===== src/hdl/bcp_pkg.sv =====
// ----------------------------------------------------------------------------
// bcp_pkg
// Shared widths, reset values, register indexes and control structs of the
// cascaded balance controller.
// ----------------------------------------------------------------------------
`default_nettype none

package bcp_pkg;

    // Bit-serial multiplier: one coefficient bit per step
    localparam int MUL_STEPS = 32;
    localparam int CNT_W     = $clog2(MUL_STEPS + 1);

    // Accumulator: three signed x unsigned 32-bit products plus bias
    localparam int ACC_W = 66;
    // Sum of two rounded gain products plus a setpoint
    localparam int SUM_W = 50;

    localparam logic [ACC_W-1:0] BIAS_FILT = ACC_W'(64'h0000_0000_8000_0000);
    localparam logic [ACC_W-1:0] BIAS_GAIN = ACC_W'(64'h0000_0000_0000_8000);

    // Complementary filter coefficients, Q0.32
    localparam logic [31:0] K_ACCEL = 32'd22207690;
    localparam logic [31:0] K_GYRO  = 32'd40802189;
    localparam logic [31:0] K_TILT  = 32'd4080218931;

    // Tick kinds carried on s_tuser
    localparam logic KIND_INNER = 1'b0;
    localparam logic KIND_OUTER = 1'b1;

    // State reset values
    localparam logic [31:0] TILT_RESET   = 32'd655;
    localparam logic [31:0] LOWEST_RESET = 32'd6553600;

    // Register reset values
    localparam logic [31:0] RST_ANGLE_GAIN_P = 32'd147456000;
    localparam logic [31:0] RST_ANGLE_GAIN_D = 32'd117965;
    localparam logic [31:0] RST_SPEED_GAIN_P = 32'd66;
    localparam logic [31:0] RST_SPEED_GAIN_D = 32'd0;
    localparam logic [30:0] RST_TILT_MARGIN  = 31'd3277;
    localparam logic [30:0] RST_STILL_LIMIT  = 31'd328;
    localparam logic [30:0] RST_DRIVE_SPEED  = 31'd1310720;
    localparam logic [31:0] RST_TARGET_SPEED = 32'd0;

    localparam int ADDR_W = 5;

    typedef enum logic [2:0] {
        REG_ANGLE_GAIN_P = 3'd0,
        REG_ANGLE_GAIN_D = 3'd1,
        REG_SPEED_GAIN_P = 3'd2,
        REG_SPEED_GAIN_D = 3'd3,
        REG_TILT_MARGIN  = 3'd4,
        REG_STILL_LIMIT  = 3'd5,
        REG_DRIVE_SPEED  = 3'd6,
        REG_TARGET_SPEED = 3'd7
    } reg_idx_t;

    typedef struct packed {
        logic [31:0] angle_gain_p;
        logic [31:0] angle_gain_d;
        logic [31:0] speed_gain_p;
        logic [31:0] speed_gain_d;
        logic [30:0] tilt_margin;
        logic [30:0] still_limit;
        logic [30:0] drive_speed;
        logic [31:0] target_speed;
    } cfg_t;

    typedef struct packed {
        logic start;     // load operands, begin a product
        logic clear;     // preload accumulator with rounding bias
        logic round_hi;  // bias for the filter (2^31) instead of gains (2^15)
    } mac_cmd_t;

endpackage

`default_nettype wire


===== src/hdl/bcp_cfg.sv =====
// ----------------------------------------------------------------------------
// bcp_cfg
// APB register file holding gains, tolerances and speed commands.
// ----------------------------------------------------------------------------
`default_nettype none

module bcp_cfg
(
    input  wire logic                      clk,
    input  wire logic                      rst_n,
    input  wire logic                      psel,
    input  wire logic                      penable,
    input  wire logic                      pwrite,
    input  wire logic [bcp_pkg::ADDR_W-1:0] paddr,
    input  wire logic [31:0]               pwdata,
    output logic      [31:0]               prdata,
    output logic                           pready,
    output bcp_pkg::cfg_t                  cfg
);

    bcp_pkg::cfg_t     cfg_reg;
    bcp_pkg::reg_idx_t idx;
    logic              wr_en;

    assign pready = 1'b1;
    assign wr_en  = psel & penable & pwrite;
    assign idx    = bcp_pkg::reg_idx_t'(paddr[4:2]);
    assign cfg    = cfg_reg;

    always_ff @(posedge clk or negedge rst_n)
    begin
        if (!rst_n)
        begin
            cfg_reg.angle_gain_p <= bcp_pkg::RST_ANGLE_GAIN_P;
            cfg_reg.angle_gain_d <= bcp_pkg::RST_ANGLE_GAIN_D;
            cfg_reg.speed_gain_p <= bcp_pkg::RST_SPEED_GAIN_P;
            cfg_reg.speed_gain_d <= bcp_pkg::RST_SPEED_GAIN_D;
            cfg_reg.tilt_margin  <= bcp_pkg::RST_TILT_MARGIN;
            cfg_reg.still_limit  <= bcp_pkg::RST_STILL_LIMIT;
            cfg_reg.drive_speed  <= bcp_pkg::RST_DRIVE_SPEED;
            cfg_reg.target_speed <= bcp_pkg::RST_TARGET_SPEED;
        end
        else if (wr_en)
        begin
            case (idx)
                bcp_pkg::REG_ANGLE_GAIN_P: cfg_reg.angle_gain_p <= pwdata;
                bcp_pkg::REG_ANGLE_GAIN_D: cfg_reg.angle_gain_d <= pwdata;
                bcp_pkg::REG_SPEED_GAIN_P: cfg_reg.speed_gain_p <= pwdata;
                bcp_pkg::REG_SPEED_GAIN_D: cfg_reg.speed_gain_d <= pwdata;
                bcp_pkg::REG_TILT_MARGIN:  cfg_reg.tilt_margin  <= pwdata[30:0];
                bcp_pkg::REG_STILL_LIMIT:  cfg_reg.still_limit  <= pwdata[30:0];
                bcp_pkg::REG_DRIVE_SPEED:  cfg_reg.drive_speed  <= pwdata[30:0];
                bcp_pkg::REG_TARGET_SPEED: cfg_reg.target_speed <= pwdata;
                default:                   ;
            endcase
        end
    end

    always_comb
    begin
        case (idx)
            bcp_pkg::REG_ANGLE_GAIN_P: prdata = cfg_reg.angle_gain_p;
            bcp_pkg::REG_ANGLE_GAIN_D: prdata = cfg_reg.angle_gain_d;
            bcp_pkg::REG_SPEED_GAIN_P: prdata = cfg_reg.speed_gain_p;
            bcp_pkg::REG_SPEED_GAIN_D: prdata = cfg_reg.speed_gain_d;
            bcp_pkg::REG_TILT_MARGIN:  prdata = {1'b0, cfg_reg.tilt_margin};
            bcp_pkg::REG_STILL_LIMIT:  prdata = {1'b0, cfg_reg.still_limit};
            bcp_pkg::REG_DRIVE_SPEED:  prdata = {1'b0, cfg_reg.drive_speed};
            bcp_pkg::REG_TARGET_SPEED: prdata = cfg_reg.target_speed;
            default:                   prdata = '0;
        endcase
    end

endmodule

`default_nettype wire


===== src/hdl/bcp_mac.sv =====
// ----------------------------------------------------------------------------
// bcp_mac
// Bit-serial multiply-accumulate: signed 32-bit value times unsigned 32-bit
// coefficient, one coefficient bit per cycle, into a wide accumulator.
// ----------------------------------------------------------------------------
`default_nettype none

module bcp_mac
(
    input  wire logic                     clk,
    input  wire logic                     rst_n,
    input  wire bcp_pkg::mac_cmd_t        cmd,
    input  wire logic [31:0]              value,
    input  wire logic [31:0]              coef,
    output logic      [bcp_pkg::ACC_W-1:0] acc,
    output logic                          done
);

    logic [bcp_pkg::ACC_W-1:0] mcand_reg;
    logic [31:0]               mplier_reg;
    logic [bcp_pkg::ACC_W-1:0] acc_reg;
    logic [bcp_pkg::CNT_W-1:0] cnt_reg;
    logic                      busy_reg;
    logic                      done_reg;

    assign acc  = acc_reg;
    assign done = done_reg;

    always_ff @(posedge clk or negedge rst_n)
    begin
        if (!rst_n)
        begin
            busy_reg <= 1'b0;
            cnt_reg  <= '0;
            done_reg <= 1'b0;
        end
        else
        begin
            done_reg <= busy_reg && (cnt_reg == bcp_pkg::CNT_W'(1));
            if (cmd.start)
            begin
                busy_reg <= 1'b1;
                cnt_reg  <= bcp_pkg::CNT_W'(bcp_pkg::MUL_STEPS);
            end
            else if (busy_reg)
            begin
                cnt_reg  <= cnt_reg - bcp_pkg::CNT_W'(1);
                busy_reg <= (cnt_reg != bcp_pkg::CNT_W'(1));
            end
        end
    end

    // Shift multiplicand left, coefficient right, add on each set bit
    always_ff @(posedge clk)
    begin
        if (cmd.start)
        begin
            mcand_reg  <= {{(bcp_pkg::ACC_W-32){value[31]}}, value};
            mplier_reg <= coef;
            if (cmd.clear)
                acc_reg <= cmd.round_hi ? bcp_pkg::BIAS_FILT : bcp_pkg::BIAS_GAIN;
        end
        else if (busy_reg)
        begin
            if (mplier_reg[0])
                acc_reg <= acc_reg + mcand_reg;
            mcand_reg  <= {mcand_reg[bcp_pkg::ACC_W-2:0], 1'b0};
            mplier_reg <= {1'b0, mplier_reg[31:1]};
        end
    end

endmodule

`default_nettype wire


===== src/hdl/balance_cascade_pid.sv =====
// ----------------------------------------------------------------------------
// balance_cascade_pid
// Two-wheel balancing controller: outer speed PD with setpoint clamp and idle
// tilt tracking, inner complementary tilt filter and angle PD, Q16.16.
// ----------------------------------------------------------------------------
//  channel | dir | handshake          | content
//  --------+-----+--------------------+-------------------------------------
//  s_*     | in  | s_tvalid/s_tready  | tick: kind, IMU sample / wheel speeds
//  m_*     | out | m_tvalid/m_tready  | motor accel and speed commands
//  APB     | in  | psel/penable       | gains, tolerances, speed commands
//
//  Products go through one bit-serial multiplier, one coefficient bit per
//  cycle, with a load and a handoff step around each product. An inner tick
//  takes five products, an outer tick two.
//  One tick is worked at a time; s_tready is high only while idle.
//  A finished result sits in the output register; the next tick is accepted
//  while it waits, and an inner tick only stalls at its very end if the
//  previous result has still not been taken.
//  Reset (asynchronous, active low) restores registers and loop state.
// ----------------------------------------------------------------------------
`default_nettype none

module balance_cascade_pid
(
    input  wire logic                       clk,
    input  wire logic                       rst_n,
    // input ticks
    input  wire logic                       s_tvalid,
    output logic                            s_tready,
    // [31:0] accel_z, [63:32] gyro_pitch, [95:64] wheel_speed_one,
    // [127:96] wheel_speed_two
    input  wire logic [127:0]               s_tdata,
    // [0] kind
    input  wire logic [0:0]                 s_tuser,
    // motor commands
    output logic                            m_tvalid,
    input  wire logic                       m_tready,
    // [31:0] accel_motor_one, [63:32] accel_motor_two,
    // [95:64] speed_motor_one, [127:96] speed_motor_two
    output logic      [127:0]               m_tdata,
    // configuration
    input  wire logic                       psel,
    input  wire logic                       penable,
    input  wire logic                       pwrite,
    input  wire logic [bcp_pkg::ADDR_W-1:0] paddr,
    input  wire logic [31:0]                pwdata,
    output logic      [31:0]                prdata,
    output logic                            pready
);

    localparam int   SW         = bcp_pkg::SUM_W;

    typedef enum logic [3:0] {
        S_IDLE,
        S_MUL_GO,
        S_MUL_WAIT,
        S_O_SPD,
        S_I_TILT,
        S_ERR,
        S_DIFF,
        S_O_ADD,
        S_O_CLAMP,
        S_I_OUT
    } state_t;

    // which product the multiplier is working on
    typedef enum logic [2:0] {
        OP_KA,
        OP_KG,
        OP_KC,
        OP_GP,
        OP_GD
    } op_t;

    function automatic logic [31:0] sat33(input logic [32:0] v);
        if (v[32] != v[31])
            return v[32] ? 32'h8000_0000 : 32'h7FFF_FFFF;
        return v[31:0];
    endfunction

    function automatic logic [31:0] sat34(input logic [33:0] v);
        if (!((&v[33:31]) || !(|v[33:31])))
            return v[33] ? 32'h8000_0000 : 32'h7FFF_FFFF;
        return v[31:0];
    endfunction

    function automatic logic [31:0] sat_sum(input logic [SW-1:0] v);
        if (!((&v[SW-1:31]) || !(|v[SW-1:31])))
            return v[SW-1] ? 32'h8000_0000 : 32'h7FFF_FFFF;
        return v[31:0];
    endfunction

    bcp_pkg::cfg_t     cfg;
    bcp_pkg::mac_cmd_t mac_cmd;
    logic [31:0]       mac_value;
    logic [31:0]       mac_coef;
    logic [bcp_pkg::ACC_W-1:0] mac_acc;
    logic              mac_done;

    state_t            state_reg;
    op_t               op_reg;
    logic              kind_reg;
    logic              m_valid_reg;

    // loop state
    logic [31:0]       tilt_estimate_reg;
    logic [31:0]       angle_error_last_reg;
    logic [31:0]       tilt_setpoint_reg;
    logic [31:0]       idle_tilt_reg;
    logic [31:0]       speed_error_last_reg;
    logic [31:0]       lowest_speed_reg;

    // working registers
    logic [31:0]       x_reg;      // accel_z or wheel_speed_one
    logic [31:0]       y_reg;      // gyro_pitch or wheel_speed_two
    logic [31:0]       meas_reg;   // forward speed or new tilt
    logic [31:0]       mag_reg;
    logic [31:0]       err_reg;
    logic [31:0]       diff_reg;
    logic signed [SW-1:0] sum_reg;
    logic signed [32:0] hi_reg;
    logic signed [32:0] lo_reg;
    logic [127:0]      m_data_reg;

    logic              accept;
    logic              out_free;
    logic              out_load;
    logic [32:0]       wdiff;
    logic [31:0]       err_lhs;
    logic [32:0]       err33;
    logic [31:0]       last_err;
    logic [32:0]       diff33;
    logic [SW-1:0]     prod_rnd;
    logic signed [SW-1:0] hi_ext;
    logic signed [SW-1:0] lo_ext;
    logic [32:0]       clamped;
    logic [31:0]       new_setpoint;
    logic [31:0]       pid;
    logic [31:0]       pid_neg;
    logic [31:0]       spd;

    bcp_cfg u_cfg
    (
        .clk     (clk),
        .rst_n   (rst_n),
        .psel    (psel),
        .penable (penable),
        .pwrite  (pwrite),
        .paddr   (paddr),
        .pwdata  (pwdata),
        .prdata  (prdata),
        .pready  (pready),
        .cfg     (cfg)
    );

    bcp_mac u_mac
    (
        .clk   (clk),
        .rst_n (rst_n),
        .cmd   (mac_cmd),
        .value (mac_value),
        .coef  (mac_coef),
        .acc   (mac_acc),
        .done  (mac_done)
    );

    assign s_tready = (state_reg == S_IDLE);
    assign accept   = s_tvalid & s_tready;
    assign m_tvalid = m_valid_reg;
    assign m_tdata  = m_data_reg;
    assign out_free = !m_valid_reg || m_tready;
    // new command goes into the output register this cycle
    assign out_load = (state_reg == S_I_OUT) && out_free;

    // multiplier operand select
    always_comb
    begin
        mac_cmd.start    = (state_reg == S_MUL_GO);
        mac_cmd.clear    = op_reg inside {OP_KA, OP_GP, OP_GD};
        mac_cmd.round_hi = (op_reg == OP_KA);
        case (op_reg)
            OP_KA:
            begin
                mac_value = x_reg;
                mac_coef  = bcp_pkg::K_ACCEL;
            end
            OP_KG:
            begin
                mac_value = y_reg;
                mac_coef  = bcp_pkg::K_GYRO;
            end
            OP_KC:
            begin
                mac_value = tilt_estimate_reg;
                mac_coef  = bcp_pkg::K_TILT;
            end
            OP_GP:
            begin
                mac_value = err_reg;
                mac_coef  = (kind_reg == bcp_pkg::KIND_OUTER) ? cfg.speed_gain_p
                                                              : cfg.angle_gain_p;
            end
            OP_GD:
            begin
                mac_value = diff_reg;
                mac_coef  = (kind_reg == bcp_pkg::KIND_OUTER) ? cfg.speed_gain_d
                                                              : cfg.angle_gain_d;
            end
            default:
            begin
                mac_value = '0;
                mac_coef  = '0;
            end
        endcase
    end

    // datapath arithmetic, one add or compare level per state
    always_comb
    begin
        // forward speed: floor((w2 - w1) / 2)
        wdiff    = {y_reg[31], y_reg} - {x_reg[31], x_reg};
        err_lhs  = (kind_reg == bcp_pkg::KIND_OUTER) ? cfg.target_speed : tilt_setpoint_reg;
        err33    = {err_lhs[31], err_lhs} - {meas_reg[31], meas_reg};
        last_err = (kind_reg == bcp_pkg::KIND_OUTER) ? speed_error_last_reg
                                                     : angle_error_last_reg;
        diff33   = {err_reg[31], err_reg} - {last_err[31], last_err};
        // gain product already carries the 2^15 rounding bias
        prod_rnd = mac_acc[16 +: SW];

        // setpoint clamp to idle +/- tolerance
        hi_ext = {{(SW-33){hi_reg[32]}}, hi_reg};
        lo_ext = {{(SW-33){lo_reg[32]}}, lo_reg};
        if (sum_reg > hi_ext)
            clamped = hi_reg;
        else if (sum_reg < lo_ext)
            clamped = lo_reg;
        else
            clamped = sum_reg[32:0];
        new_setpoint = sat33(clamped);

        pid     = sat_sum(sum_reg);
        pid_neg = (pid == 32'h8000_0000) ? 32'h7FFF_FFFF : (32'd0 - pid);
        spd     = pid[31] ? (32'd0 - {1'b0, cfg.drive_speed}) : {1'b0, cfg.drive_speed};
    end

    // sequencer, loop state and output register
    always_ff @(posedge clk or negedge rst_n)
    begin
        if (!rst_n)
        begin
            state_reg            <= S_IDLE;
            op_reg               <= OP_KA;
            kind_reg             <= bcp_pkg::KIND_INNER;
            m_valid_reg          <= 1'b0;
            m_data_reg           <= '0;
            tilt_estimate_reg    <= '0;
            angle_error_last_reg <= '0;
            tilt_setpoint_reg    <= bcp_pkg::TILT_RESET;
            idle_tilt_reg        <= bcp_pkg::TILT_RESET;
            speed_error_last_reg <= '0;
            lowest_speed_reg     <= bcp_pkg::LOWEST_RESET;
        end
        else
        begin
            if (out_load)
                m_valid_reg <= 1'b1;
            else if (m_valid_reg && m_tready)
                m_valid_reg <= 1'b0;

            case (state_reg)
                S_IDLE:
                begin
                    if (accept)
                    begin
                        kind_reg <= s_tuser[0];
                        op_reg   <= OP_KA;
                        state_reg <= (s_tuser[0] == bcp_pkg::KIND_OUTER) ? S_O_SPD : S_MUL_GO;
                    end
                end
                S_MUL_GO:
                begin
                    state_reg <= S_MUL_WAIT;
                end
                S_MUL_WAIT:
                begin
                    if (mac_done)
                    begin
                        case (op_reg)
                            OP_KA:
                            begin
                                op_reg    <= OP_KG;
                                state_reg <= S_MUL_GO;
                            end
                            OP_KG:
                            begin
                                op_reg    <= OP_KC;
                                state_reg <= S_MUL_GO;
                            end
                            OP_KC:
                            begin
                                state_reg <= S_I_TILT;
                            end
                            OP_GP:
                            begin
                                op_reg    <= OP_GD;
                                state_reg <= S_MUL_GO;
                            end
                            OP_GD:
                            begin
                                state_reg <= (kind_reg == bcp_pkg::KIND_OUTER) ? S_O_ADD
                                                                               : S_I_OUT;
                            end
                            default:
                            begin
                                state_reg <= S_IDLE;
                            end
                        endcase
                    end
                end
                S_O_SPD:
                begin
                    state_reg <= S_ERR;
                end
                S_I_TILT:
                begin
                    state_reg <= S_ERR;
                end
                S_ERR:
                begin
                    state_reg <= S_DIFF;
                end
                S_DIFF:
                begin
                    op_reg    <= OP_GP;
                    state_reg <= S_MUL_GO;
                end
                S_O_ADD:
                begin
                    state_reg <= S_O_CLAMP;
                end
                S_O_CLAMP:
                begin
                    tilt_setpoint_reg    <= new_setpoint;
                    speed_error_last_reg <= err_reg;
                    // idle tilt follows the setpoint at a new low speed
                    if ((mag_reg < {1'b0, cfg.still_limit}) && (mag_reg < lowest_speed_reg))
                    begin
                        idle_tilt_reg    <= new_setpoint;
                        lowest_speed_reg <= mag_reg;
                    end
                    state_reg <= S_IDLE;
                end
                S_I_OUT:
                begin
                    if (out_free)
                    begin
                        m_data_reg           <= {32'd0 - spd, spd, pid_neg, pid};
                        tilt_estimate_reg    <= meas_reg;
                        angle_error_last_reg <= err_reg;
                        state_reg            <= S_IDLE;
                    end
                end
                default:
                begin
                    state_reg <= S_IDLE;
                end
            endcase
        end
    end

    // payload registers
    always_ff @(posedge clk)
    begin
        case (state_reg)
            S_IDLE:
            begin
                if (accept)
                begin
                    x_reg <= (s_tuser[0] == bcp_pkg::KIND_OUTER) ? s_tdata[95:64]
                                                                 : s_tdata[31:0];
                    y_reg <= (s_tuser[0] == bcp_pkg::KIND_OUTER) ? s_tdata[127:96]
                                                                 : s_tdata[63:32];
                end
            end
            S_MUL_WAIT:
            begin
                if (mac_done)
                begin
                    if (op_reg == OP_GP)
                        sum_reg <= prod_rnd;
                    else if (op_reg == OP_GD)
                        sum_reg <= sum_reg + prod_rnd;
                end
            end
            S_O_SPD:
            begin
                meas_reg <= wdiff[32:1];
            end
            S_I_TILT:
            begin
                // filter sum carries the 2^31 bias, floor shift by 32
                meas_reg <= sat34(mac_acc[65:32]);
            end
            S_ERR:
            begin
                err_reg <= sat33(err33);
                mag_reg <= meas_reg[31] ? (32'd0 - meas_reg) : meas_reg;
            end
            S_DIFF:
            begin
                diff_reg <= sat33(diff33);
            end
            S_O_ADD:
            begin
                sum_reg <= sum_reg + {{(SW-32){idle_tilt_reg[31]}}, idle_tilt_reg};
                hi_reg  <= {idle_tilt_reg[31], idle_tilt_reg} + {2'b00, cfg.tilt_margin};
                lo_reg  <= {idle_tilt_reg[31], idle_tilt_reg} - {2'b00, cfg.tilt_margin};
            end
            default:
            begin
            end
        endcase
    end

endmodule

`default_nettype wire

===== config.mk =====
export PLATFORM = sky130hd
export DESIGN_NAME = balance_cascade_pid
export DESIGN_NICKNAME = d
export VERILOG_FILES = /design/src/hdl/bcp_pkg.sv /design/src/hdl/bcp_cfg.sv /design/src/hdl/bcp_mac.sv /design/src/hdl/balance_cascade_pid.sv
export SDC_FILE = /design/constraint.sdc
export NUM_CORES = 2
export LEC_CHECK = 0
export ABC_AREA = 1
export ABC_CLOCK_PERIOD_IN_PS = 7700
export BUFFER_PORTS_ARGS = -buffer_cell sky130_fd_sc_hd__buf_2
export CORE_MARGIN = 2
export CORE_UTILIZATION = 60
export CTS_CLUSTER_SIZE = 40
export DETAILED_ROUTE_END_ITERATION = 16
export GPL_TIMING_DRIVEN = 0
export PLACE_DENSITY = 0.78
export SYNTH_ARGS = -nofsm -noshare
export SYNTH_HDL_FRONTEND = slang
export SYNTH_SLANG_ARGS = --single-unit

===== constraint.sdc =====
create_clock -name clk -period 7.7 [get_ports clk]
set_input_delay 1.54 -clock clk [delete_from_list [all_inputs] [get_ports clk]]
set_output_delay 1.54 -clock clk [all_outputs]
set_load 0.02 [all_outputs]

### Word level (Yosys, flattened, before mapping)

Index checks and enable logic that the tools add are counted.

| word-level totals | value |
|---|---|
| flip-flop bits (word level) | 1,062 |
| input port bits | 173 |
| output and inout port bits | 163 |
| logic and storage cells | 194 |

| operators by class | value |
|---|---|
| $add $sub $neg | 13 |
| order comparisons | 4 |
| equality and inequality tests | 32 |
| muxes and demuxes | 66 |
| bitwise logic cells | 3 |
| reduce and logical (&&, ||, !) cells | 41 |

Operator list:

| kind | number |
|---|---|
| $mux W32 | 25 |
| $mux W66 | 6 |
| $pmux W32 S5 | 2 |
| $pmux W32 S8 | 1 |
| $mux W50 | 3 |
| $sub A32 B32 Y33 | 4 |
| $add A50 B50 Y50 | 2 |
| $pmux W50 S2 | 1 |
| $sub A1 B32 Y32 const A | 3 |
| $add A66 B66 Y66 | 1 |
| $mux W33 | 2 |
| $pmux W32 S2 | 1 |
| $gt A50 B33 Y1 | 1 |
| $lt A50 B33 Y1 | 1 |
| $add A32 B32 Y33 | 1 |
| $eq A32 B32 Y1 const B | 1 |
| $lt A32 B31 Y1 | 1 |
| $lt A32 B32 Y1 | 1 |
| $pmux W4 S8 | 1 |
| $sub A1 B31 Y32 const A | 1 |
| $mux W31 | 1 |
| $reduce_and A2 Y1 | 11 |
| $reduce_and A19 Y1 | 1 |
| $reduce_or A19 Y1 | 1 |
| 34 further kinds | 86 |

### Logic depth before layout (Yosys ltp)

| logic depth | value |
|---|---|
| depth after elaboration | 7 |
| mapped depth | 23 |
| mapped depth without buffers | 22 |

### Cells and area by module

From an unflattened synthesis, not the netlist that was laid out.

| second synthesis, totals | value |
|---|---|
| cell total of the unflattened synthesis | 10,185 |
| area, all modules | 74,556.5 sq um |

Modules (own cells, without submodules):

| module | instances | cells each | area an instance (sq um) | sequential area each (sq um) |
|---|---|---|---|---|
| balance_cascade_pid | 1 | 7,107 | 50,774.9 | 17,445.5 |
| bcp_mac | 1 | 1,674 | 12,061.6 | 5,124.9 |
| bcp_cfg | 1 | 1,404 | 11,720.0 | 6,367.4 |

### Worst setup path after synthesis

No wires, ideal clock.

| timing path | value |
|---|---|
| kind | register -> register |
| from | reg state_reg[0] |
| to | reg u_mac.acc_reg, in the netlist u_mac.acc[0], enable pin |
| setup time | 0.530 ns |
| arrival | 4.724 ns |
| required time | 7.170 ns |
| slack | 2.447 ns |
| cell stages (with the launch flop) | 9 |
| path buffers | 2 |
| clock period less this slack | 5.253 ns |
| cell sequence | dfrtp_1 -> inv_1 -> nor2_1 -> inv_1 -> nor2_1 -> clkbuf_1 -> clkbuf_1 -> a21oi_1 -> a31oi_1 |

| on the way | value |
|---|---|
| longest elaborated chain between the ends | 3 |
| elaborated cells between the ends (all ways) | 5 |
| classes of those cells | 2 x eq/ne; 3 x reduce/logical |

Ends and longest elaborated chain:

| what | RTL line | RTL |
|---|---|---|
| start: declaration | balance_cascade_pid.sv:100 | `state_t state_reg;` |
| start signal: assignment | balance_cascade_pid.sv:277 | `state_reg <= (s_tuser[0] == bcp_pkg::KIND_OUTER) ? S_O_SPD : S_MUL_GO;` |
| start signal: assignment | balance_cascade_pid.sv:310 | `state_reg <= (kind_reg == bcp_pkg::KIND_OUTER) ? S_O_ADD` |
| $eq A4 B1 Y1 * | balance_cascade_pid.sv:178 | `mac_cmd.start = (state_reg == S_MUL_GO);` |
| $ne A2 B2 Y1 (no line) or $reduce_bool A2 Y1 (tied branches) | -- |  |
| $reduce_and A3 Y1 (no line) * | -- |  |
| end signal: assignment | bcp_mac.sv:61 | `acc_reg <= cmd.round_hi ? bcp_pkg::BIAS_FILT : bcp_pkg::BIAS_GAIN;` |
| end signal: assignment | bcp_mac.sv:66 | `acc_reg <= acc_reg + mcand_reg;` |
| end: declaration | bcp_mac.sv:21 | `logic [bcp_pkg::ACC_W-1:0] acc_reg;` |

Every way passes the cells marked *; elsewhere a longest branch is shown, timed or not.
A chain may end at the register's enable or synchronous reset.

### Worst setup path in the final report

| timing path | value |
|---|---|
| from | reg kind_reg |
| to | reg err_reg[25], data pin |

| on the way | value |
|---|---|
| longest elaborated chain between the ends | 6 |
| elaborated cells between the ends (all ways) | 8 |
| classes of those cells | 1 x add/sub; 1 x eq/ne; 6 x mux |

Ends and longest elaborated chain:

| what | RTL line | RTL |
|---|---|---|
| start: declaration | balance_cascade_pid.sv:102 | `logic kind_reg;` |
| start signal: assignment | balance_cascade_pid.sv:253 | `kind_reg <= bcp_pkg::KIND_INNER;` |
| start signal: assignment | balance_cascade_pid.sv:275 | `kind_reg <= s_tuser[0];` |
| $mux W32 * | balance_cascade_pid.sv:222 | `err_lhs = (kind_reg == bcp_pkg::KIND_OUTER) ? cfg.target_speed : tilt_setpoint_reg;` |
| $sub A32 B32 Y33 * | balance_cascade_pid.sv:223 | `err33 = {err_lhs[31], err_lhs} - {meas_reg[31], meas_reg};` |
| $ne A1 B1 Y1 | balance_cascade_pid.sv:76 | `if (v[32] != v[31])` |
| $mux W1 | balance_cascade_pid.sv:76 |  |
| $mux W1 | balance_cascade_pid.sv:374 | `case (state_reg)` |
| $mux W32 * | balance_cascade_pid.sv:78 | `return v[31:0];` |
| end signal: assignment | balance_cascade_pid.sv:406 | `err_reg <= sat33(err33);` |
| end: declaration | balance_cascade_pid.sv:118 | `logic [31:0] err_reg;` |

Every way passes the cells marked *; elsewhere a longest branch is shown, timed or not. The select of a mux whose other input is x is not followed.

==> metrics <==
warnings from Yosys=0; Die Y=350.6 um; RSZ-0062 raised after global routing=no; final WL=284.6 mm; Port-buffer cells=332; # rows=127; gr ovfl total=0; layout net count=10630; initial antenna violation count=17; Hold Vio Cnt, Final=0; syn avg cell area=7.586 um2; Lkg Pwr=37.68 nW; first-pass GRT wire length=417.4 mm; Core Region=0.1195 mm2; Die Footprint=0.1229 mm2; Core Util, Final=67.10%; post-CTS sizing=0; Max rail drop VDD=190.0 uV; Clock Skews=0.08826 ns; failing checks=max-capacitance violations, max-slew violations; router iterations before antenna repair=6; Max Root-Sink Buffers=3; data required time of the worst path=8.22 ns; Pwr per Cell Area=182.1 mW/mm2; Crit path largest cell delay=0.81 ns; total number of vias=72130; P&R area growth vs syn=11.27%; critical path startpoint category=register; actual slew at the worst max-slew pin=1.563 ns; CP cell instances=clkbuf_1, clkbuf_1, buf_1, mux2i_1, ha_1, inv_1, fa_1, nand3_1, nand2_1, nand2_1, o211ai_1, a21oi_1, inv_2, nand2_1, nand2_1, nand3_1, nand2_1, xor2_1, or2_1, clkbuf_1, buf_2, nand2_1; Yosys reg bits=1060; final setup vio count=0; Max-Cap Viols=5; cts bufs inserted=114; GRT Total Usage=45.69%; Setup Fix Bufs, Post-CTS=0; WL per Instance=24.33 um; Routed Antenna Nets=0; H-tree levels=3; total clock sinks=1060; vias in the first global route=68060; Initial Util=60.30%; max_slew headroom=-4.168%; synthesized area=0.07206 mm2; Tmin final=6.193 ns; max FFs per register=253; syn_nets=10170; EDFF count, synth=471; Yosys cell types=80; First DRT Iteration DRCs=9366; Clk Latency, worst-skew pair=0.79 ns; worst hold slack=0.4696 ns; fraction of layout cells with a size suffix above 1=7.611%; design area=0.08018 mm2; clock-pin slew on the worst setup and hold paths=0.06 ns; endpoint class of the critical path=register; IO Pins=336; post-synthesis sequential area ratio=40.16%; largest net degree at the start of global routing=125; predominant post-synthesis flop cell=dfrtp_1; cells after synthesis=9499; Post-synth ARST share=55.57%; DRC=0; DP Wirelength=226.1 mm; CTS hold repair buffers=0; global placer's final weighted congestion=1.130; DP Area=0.07621 mm2; crit path DAT=6.71 ns; Root Buffer=clkbuf_16; Hold Crit Class=register to register; status=finished, violations left; Max Transition Viols Final=46; cell mode on critical path=nand2_1; CTS tree=built; FILL cells=10310; Worst path slowest cell=clkbuf_1; FMAX=161.5 MHz; Final period util=80.42%; worst setup path class=register to register; width of the die=350.6 um; crit-path max FO=10; drt via density=6.168
## synthesized netlist by cell type (all sizes together) (5+ instances only)
cell type	count	share of area (%)
a211oi	7	0.073
a21boi	41	0.48
a21o	55	0.57
a21oi	595	4.2
a221oi	85	1.0
a22oi	23	0.24
a2bb2oi	8	0.16
a31oi	66	0.57
buf	58	0.45
clkbuf	267	1.4
dfrtp	545	19
dfstp	44	1.6
edfxtp	471	20
fa	8	0.22
ha	485	8.4
inv	1123	5.9
mux2i	32	0.44
nand2	2774	15
nand3	283	2.0
nand3b	9	0.10
nand4	73	0.64
nor2	744	4.0
nor3	91	0.68
nor4	24	0.24
o2111ai	26	0.32
o211ai	96	1.0
o21a	52	0.54
o21ai	988	6.9
o21bai	48	0.50
o221ai	16	0.19
o22ai	40	0.35
o2bb2ai	5	0.061
o31ai	16	0.17
or2	28	0.24
xnor2	34	0.41
xor2	205	2.5
## metal layers
layer  share of wire [%]  wire length, um  global-route usage [%]  vias to the layer above
met5               0.054              154                       0                        -
met4                 8.6            24340                   32.77                       16
met3                  13            37590                   13.74                     1089
met2                  41           117800                   67.19                     4698
met1                  37           104700                   57.26                    33620
li1                    -                -                       -                    32710
## worst paths after layout
kind,startpoint,slack [ns],depth (start not counted),end
max in group asynchronous,rst_n,5.17,4,idle_tilt_reg[28]
min in group asynchronous,rst_n,0.60,1,u_cfg.cfg[171]
hold / removal,m_tdata[65],0.47,2,m_tdata[65]
setup reg to reg,kind_reg,1.51,22,err_reg[25]
setup / recovery,kind_reg,1.51,22,err_reg[25]
hold reg to reg,m_tdata[65],0.47,2,m_tdata[65]
## cells by family (layout without fill, tap and decap cells)
| family | count (synthesis) | after routing | synth area share, % |
|---|---|---|---|
| adders and majority gates | 493 | 493 | 8.643 |
| xor gates and xnor gates | 239 | 239 | 2.905 |
| other | 1 | 19 | 0.005204 |
| DFF | 1060 | 1060 | 40.16 |
| buffers and inverters | 1451 | 2017 | 7.713 |
| and+or+nand+nor | 4039 | 4039 | 22.61 |
| muxes | 32 | 32 | 0.4445 |
| AOI/OAI and AO/OA | 2184 | 2184 | 17.52 |
## where the power goes
group          switching (W)  internal [W]  leakage [nW]  total (W)
Combinational        0.00155      0.000640          24.9    0.00219
Sequential          0.000306       0.00628          10.9    0.00659
Clock                0.00258       0.00323          1.91    0.00581
## worst max-delay path: cells and delay by family (launching register included)
family | cells | cell delay, ns
compound gates | 2 | 0.42
buf+inv | 7 | 2.74
simple gates | 9 | 0.95
fa+ha+maj | 2 | 0.62
flops | 1 | 0.42
mux | 1 | 0.44
xor+xnor | 1 | 0.32
## final cells by class
type / count / area (um2) / share of cell area (%)
antenna: 18 / 45.04 / 0.05618
buffer: 325 / 1330 / 1.659
clock buffer: 145 / 3164 / 3.947
clock inverter: 71 / 748.2 / 0.9332
inverter: 1126 / 4232 / 5.278
multi-input combinational: 6988 / 37640 / 46.95
sequential: 1060 / 28940 / 36.09
tap: 1612 / 2017 / 2.516
timing repair buffer: 350 / 2064 / 2.575
## layout by cell type, fill, tap and decap left out, drive strengths merged, types with 32 or more instances in the layout
master / count
a21boi: 41
a21o: 55
a21oi: 595
a221oi: 85
a31oi: 66
buf: 408
clkbuf: 412
clkinv: 50
dfrtp: 545
dfstp: 44
edfxtp: 471
ha: 485
inv: 1129
mux2i: 32
nand2: 2774
nand3: 283
nand4: 73
nor2: 744
nor3: 91
o211ai: 96
o21a: 52
o21ai: 988
o21bai: 48
o22ai: 40
xnor2: 34
xor2: 205
## through the flow
step                      setup slack (ns)  power, W  instances   TNS, ns
after floorplan                      2.447  0.007880       9499         0
after global placement              -7.076  0.008707      11440  -3988.71
after detailed placement             1.800  0.008767      11460         0
after CTS                            1.741   0.01446      11680         0
after global routing                 1.287   0.01498      11680         0
final                                1.507   0.01460      11700         0
Note: power is estimated with default switching activity, not from simulation.
